$ cat src/rtl/core/s16c_pkg.sv
package s16c_pkg;

  localparam int WORD_W        = 16;
  localparam int NUM_REGS      = 8;
  localparam int REG_IDX_W     = 3;
  localparam int MEM_DEPTH_DEF = 4096;
  localparam int MAX_CHAIN_DEF = 16;

  localparam logic [1:0] OP_WR_MEM = 2'd0;
  localparam logic [1:0] OP_WR_REG = 2'd1;
  localparam logic [1:0] OP_SET_PC = 2'd2;
  localparam logic [1:0] OP_STEP   = 2'd3;

  localparam logic [1:0] ST_WRITE  = 2'd0;
  localparam logic [1:0] ST_STEP   = 2'd1;
  localparam logic [1:0] ST_PC_OOR = 2'd2;
  localparam logic [1:0] ST_CHAIN  = 2'd3;

  localparam logic [1:0] FMT_IMM    = 2'd1;
  localparam logic [1:0] FMT_BRANCH = 2'd2;
  localparam logic [1:0] FMT_MEM    = 2'd3;

  localparam logic [1:0] COND_NEVER = 2'd3;

  localparam logic [2:0] ALU_ADD = 3'd0;
  localparam logic [2:0] ALU_SUB = 3'd1;
  localparam logic [2:0] ALU_AND = 3'd2;
  localparam logic [2:0] ALU_OR  = 3'd3;
  localparam logic [2:0] ALU_XOR = 3'd4;
  localparam logic [2:0] ALU_SHL = 3'd5;
  localparam logic [2:0] ALU_SHR = 3'd6;
  localparam logic [2:0] ALU_CMP = 3'd7;

  typedef enum logic [3:0] {
    S_CLEAR,
    S_IDLE,
    S_LEAD,
    S_PCHK,
    S_FETCH,
    S_OPA,
    S_OPB,
    S_EXEC,
    S_LOAD,
    S_CHK,
    S_CHAIN,
    S_DONE
  } state_t;

endpackage

$ cat src/rtl/core/s16c_alu.sv
module s16c_alu
  import s16c_pkg::*;
(
  input  logic [2:0]        sel,
  input  logic [WORD_W-1:0] a,
  input  logic [WORD_W-1:0] b,
  output logic [WORD_W-1:0] r
);

  always_comb begin
    case (sel)
      ALU_ADD: r = a + b;
      ALU_SUB: r = a - b;
      ALU_AND: r = a & b;
      ALU_OR:  r = a | b;
      ALU_XOR: r = a ^ b;
      ALU_SHL: r = a << b[3:0];
      ALU_SHR: r = a >> b[3:0];
      ALU_CMP: begin
        if (a == b) begin
          r = WORD_W'(0);
        end else if (a > b) begin
          r = WORD_W'(1);
        end else begin
          r = WORD_W'(2);
        end
      end
      default: r = '0;
    endcase
  end

endmodule

$ cat config.mk
export PLATFORM = sky130hd
export DESIGN_NAME = s16c_alu
export DESIGN_NICKNAME = d
export VERILOG_FILES = /design/src/rtl/core/s16c_pkg.sv /design/src/rtl/core/s16c_alu.sv
export SDC_FILE = /design/constraint.sdc
export NUM_CORES = 1
export LEC_CHECK = 0
export ABC_AREA = 0
export BUFFER_PORTS_ARGS = -buffer_cell sky130_fd_sc_hd__buf_2
export CORE_AREA = 2 2 85 87
export DETAILED_ROUTE_END_ITERATION = 16
export DIE_AREA = 0 0 87 89
export GPL_ROUTABILITY_DRIVEN = 0
export PLACE_DENSITY = 0.79
export SLEW_MARGIN = 20
export SYNTH_ARGS = -nofsm -noshare
export SYNTH_HDL_FRONTEND = slang
export SYNTH_SLANG_ARGS = --single-unit
export TNS_END_PERCENT = 30
$ cat constraint.sdc
create_clock -name vclk -period 3.2
set_input_delay 0.48 -clock vclk [all_inputs]
set_output_delay 0.48 -clock vclk [all_outputs]
set_load 0.02 [all_outputs]
* Word-level counts from Yosys, hierarchy flattened
Cells that the tools add are included.
Storage, ports and cells: bits in registers 0, input port bits 35
Operators by class: add/subtract/negate cells 2, $lt $le $gt $ge 1, eq/ne operators 8, shifts and indexed selects 2, multiplexer cells 3, bitwise logic cells 3, reduce and logical (&&, ||, !) cells 1
Operators by type and width (count):
- 16-bit case mux with 8 select lines | 1
- 16-bit adder | 1
- 16-bit bitwise AND | 1
- 16-bit == test | 1
- 16-bit > comparator | 1
- 16-bit bitwise OR | 1
- 16-bit by 4-bit << shifter with 16-bit output | 1
- 16-bit by 4-bit >> shifter with 16-bit output | 1
- 16-bit subtractor | 1
- 16-bit XOR | 1
- 3-bit == test, second input constant | 4
- 3-bit by 2-bit == test with 1-bit output, second input constant | 2
- 2-bit 2-to-1 mux | 2
- 3-bit by 1-bit == test with 1-bit output, second input constant | 1
- 3-bit logical NOT | 1

* Depth between registers and ports, before layout
depth in word-level cells 4, mapped depth 11, mapped depth without buffers 10

* Least setup slack after synthesis
OpenSTA, ideal clock, no wires.
path kind input-to-output, start point input port b[2], end point output port r[10], data arrival time 2.721 ns, required time 2.720 ns, setup slack -0.001 ns, stages on the path 11, buffers on the path 2, cells stage by stage inv_1 > clkbuf_1 > ha_1 > buf_6 > nor2b_4 > o31a_1 > and3b_1 > o221ai_2 > nand4_1 > o211ai_1 > a211oi_1
On the way: longest elaborated chain between the ends 2, elaborated cells on any way between the ends 5
RTL lines:
- start, declared | RTL line s16c_alu.sv:6 | input logic [WORD_W-1:0] b,
- 16-bit subtractor, or another cell as far along | RTL line s16c_alu.sv:13 | ALU_SUB: r = a - b;
- 16-bit case mux with 8 select lines (*) | RTL line s16c_alu.sv:11 | case (sel)
- end, declared | RTL line s16c_alu.sv:7 | output logic [WORD_W-1:0] r
Every way passes the cells marked *; elsewhere a longest branch is shown, timed or not.

* Final worst setup path
start point input port a[9], end point output port r[12]
On the way: longest elaborated chain between the ends 2, elaborated cells on any way between the ends 5
RTL lines:
- start, declared | RTL line s16c_alu.sv:5 | input logic [WORD_W-1:0] a,
- 16-bit subtractor, or another cell as far along | RTL line s16c_alu.sv:13
- 16-bit case mux with 8 select lines (*) | RTL line s16c_alu.sv:11
Marked as above.

==> reports/metrics.csv <==
stage,metric,value,unit
status,status,finished with violations,
status,failing checks,setup timing,
power,power density over cell area,198,mW/mm2
routing,ANT nets after route,0,
floorplan,die width,87,um
routing,vias per inst,7.22,
power,total power,0.969,mW
timing,Max Freq,310,MHz
synth,Post-Synth Simple-Gate Area,22.7,%
finish,area grow syn2layout,33.0,%
synth,mux cell area share after synthesis,10.7,%
synth,Gate Count Post-Synth,566,
finish,fillers,476,
finish,final std cells w/o fill,736,
finish,Ant. Diodes,0,
grt,vias in the first global route,4738,
floorplan,Die Area,0.00774,mm2
synth,Synth top area share,16.6,%
routing,met1 WL,5440,um
timing,setup TNS,-0.0216,ns
power,Max VDD drop,110,uV
worst_setup_path,WP depth,12,
power,Leakage,2.26,nW
worst_setup_path,crit path buf inv count,5,
grt,GRT Total Usage,37.2,%
finish,Final #Nets,744,
floorplan,Die Ht,89,um
timing,RSZ-0062 raised after global routing,yes,
worst_setup_path,CP Capture Type,output pin,
timing,clock period minus worst slack,3.22,ns
routing,Post-Route WL,15700,um
worst_setup_path,CP Class,input pin to output pin,
routing,met3 routed wirelength,2330,um
synth,sequential share of the synthesized area,0,%
finish,Register Area,0,um2
synth,Ys Warns,0,
worst_setup_path,CP cell instances,buf_6 -> inv_2 -> ha_4 -> or3_4 -> nor4_4 -> nor3b_4 -> buf_6 -> a221oi_4 -> buf_4 -> a2111oi_4 -> nand2_1 -> buf_6,
finish,FFs & Latches,0,
grt,grt ovf,0,
worst_setup_path,Top Family by Delay on Critical Path,simple AND/OR/NAND/NOR gates,
place,post-placement cell count,722,
min_path,Hold WC Path Type,input pin to output pin,
synth,top post-synthesis cells by area,"ha_1 17%, nor2_1 7.6%, a21oi_1 7.3%, mux2i_1 7.3%, inv_1 5.7%",
routing,Starting DRT DRC Count,1152,
synth,post-synth net total,652,
place,IO buf count,51,
timing,worst relative slew slack,59.4,%
worst_setup_path,"most used cell, CP",buf_6,
floorplan,Row Count,30,
routing,max layer used,met4,
routing,Routed met2 length,6700,um
routing,TritonRoute pass-1 iters,9,
grt,first-pass GRT wire length,23100,um
synth,syn avg cell area,6.51,um2
timing,Tcrit/Tclk final,101,%
floorplan,core area,0.00672,mm2
timing,setup violators final,1,
synth,"Distinct cells, synth",70,
grt,initial antenna violation count,0,
synth,cell accounting for the most synthesized area,ha_1,
timing,Slew @ Worst Pin,0.605,ns
grt,pin count of the biggest net entering global routing,41,
run,Max Cap Violations,0,
routing,via count,5311,
synth,Compound-Gate Fraction of Synth Area,35.1,%
place,DP Wirelength,11200,um
worst_setup_path,CP Max Fanout,2,
timing,final worst slack,-0.0216,ns
worst_setup_path,Crit. Startpoint,a[9],
finish,clock buf count,0,
synth,post-synthesis xor/xnor area fraction,2.85,%
finish,"commonest cells after routing, fill and taps aside","82 x buf_4, 75 x nor2_1, 52 x a21oi_1",
routing,Wirelength per Cell,21.3,um
worst_setup_path,Worst Path Arrival,2.74,ns
clock_tree,Post-CTS Hold Buffers,0,
worst_setup_path,crit path to,r[12],
finish,area of the multi-input gates,0.00365,mm2
finish,share of layout cells above drive strength 1,30.2,%
worst_setup_path,startpoint types,input pin,
routing,residual DRC count,0,
finish,"most common cell after layout, fill and taps aside",buf_4,
timing,max-slew violations,0,
worst_setup_path,Critical Path Max Stage Delay,0.40,ns
worst_setup_path,critical path's slowest cell,or3_4,
synth,Synth Area in Adders,17.7,%
worst_setup_path,Worst Path Required,2.72,ns
synth,largest family of logic cells by synthesized area,compound AO/OA/AOI/OAI gates,
timing,final hold vios,0,
floorplan,IO Pins,51,
floorplan,Initial Util,54.8,%
synth,mapped cell area,0.00368,mm2
synth_stat cells, types with 5 or more instances:
| master | instances |
|---|---|
| a211oi_1 | 14 |
| a21o_1 | 6 |
| a21oi_1 | 54 |
| a31oi_1 | 7 |
| buf_2 | 16 |
| clkbuf_1 | 17 |
| ha_1 | 49 |
| inv_1 | 56 |
| mux2_2 | 7 |
| mux2i_1 | 27 |
| nand2_1 | 36 |
| nand2b_1 | 5 |
| nand3_1 | 9 |
| nor2_1 | 75 |
| nor2b_1 | 10 |
| nor3_1 | 18 |
| o211ai_1 | 11 |
| o21ai_0 | 32 |
| o221ai_1 | 5 |
| o22ai_1 | 6 |
| xnor2_1 | 7 |
| xor2_1 | 5 |
per-stage QoR:
stage / cell area [um2] / hold WS, ns / setup WS (ns) / util, %
floorplan: 3690 / 1.30 / 0.0200 / -
global placement: 4340 / 1.59 / -0.0703 / 64.6
detailed placement: 4340 / 1.62 / -0.117 / 64.6
CTS: 4520 / 1.64 / 0.00395 / 67.3
global route: 4900 / 1.68 / -0.101 / 72.9
finish: 4900 / 1.65 / -0.0216 / 72.9
power by group:
| group | switching [mW] | internal, mW |
|---|---|---|
| logic | 0.574 | 0.396 |
| clock network | 0 | 0 |
| registers | 0 | 0 |
| total | 0.574 | 0.396 |
final cells by class:
cell class | count | area share, %
inverters | 58 | 4.80
multi-input cells | 469 | 74.4
well taps | 80 | 2.04
repair buffers | 129 | 18.7
layer usage:
layer / vias up / GRT usage [%]
met2: 507 / 59.7
met5: - / 0
met4: 0 / 15.3
met3: 188 / 10.4
met1: 2381 / 46.8
li1: 2235 / -
worst min path at each step:
stage / slack, ns / depth (start not counted) / start / to
finish: 1.65 / 5 / a[1] / r[1]
global placement: 1.59 / 5 / b[1] / r[1]
floorplan: 1.30 / 3 / b[3] / r[2]
detailed placement: 1.62 / 5 / b[1] / r[1]
CTS: 1.64 / 4 / sel[0] / r[1]
global route: 1.68 / 5 / a[1] / r[1]
cell families (layout without fill, tap and decap cells):
kind of cell | after synthesis | after routing
buffers and inverters | 97 | 187
xor gates and xnor gates | 12 | 12
and+or+nand+nor | 179 | 179
muxes | 36 | 36
AOI/OAI and AO/OA | 191 | 191
adders and majority gates | 51 | 51
what timing repair did:
action                                 CTS  global route
resized for setup                       31            66
setup buffers                            5             9
pin swaps                               14            20
setup endpoints to repair                6            12
endpoints found under the hold margin    0             0
(Power assumes the default switching activity.)
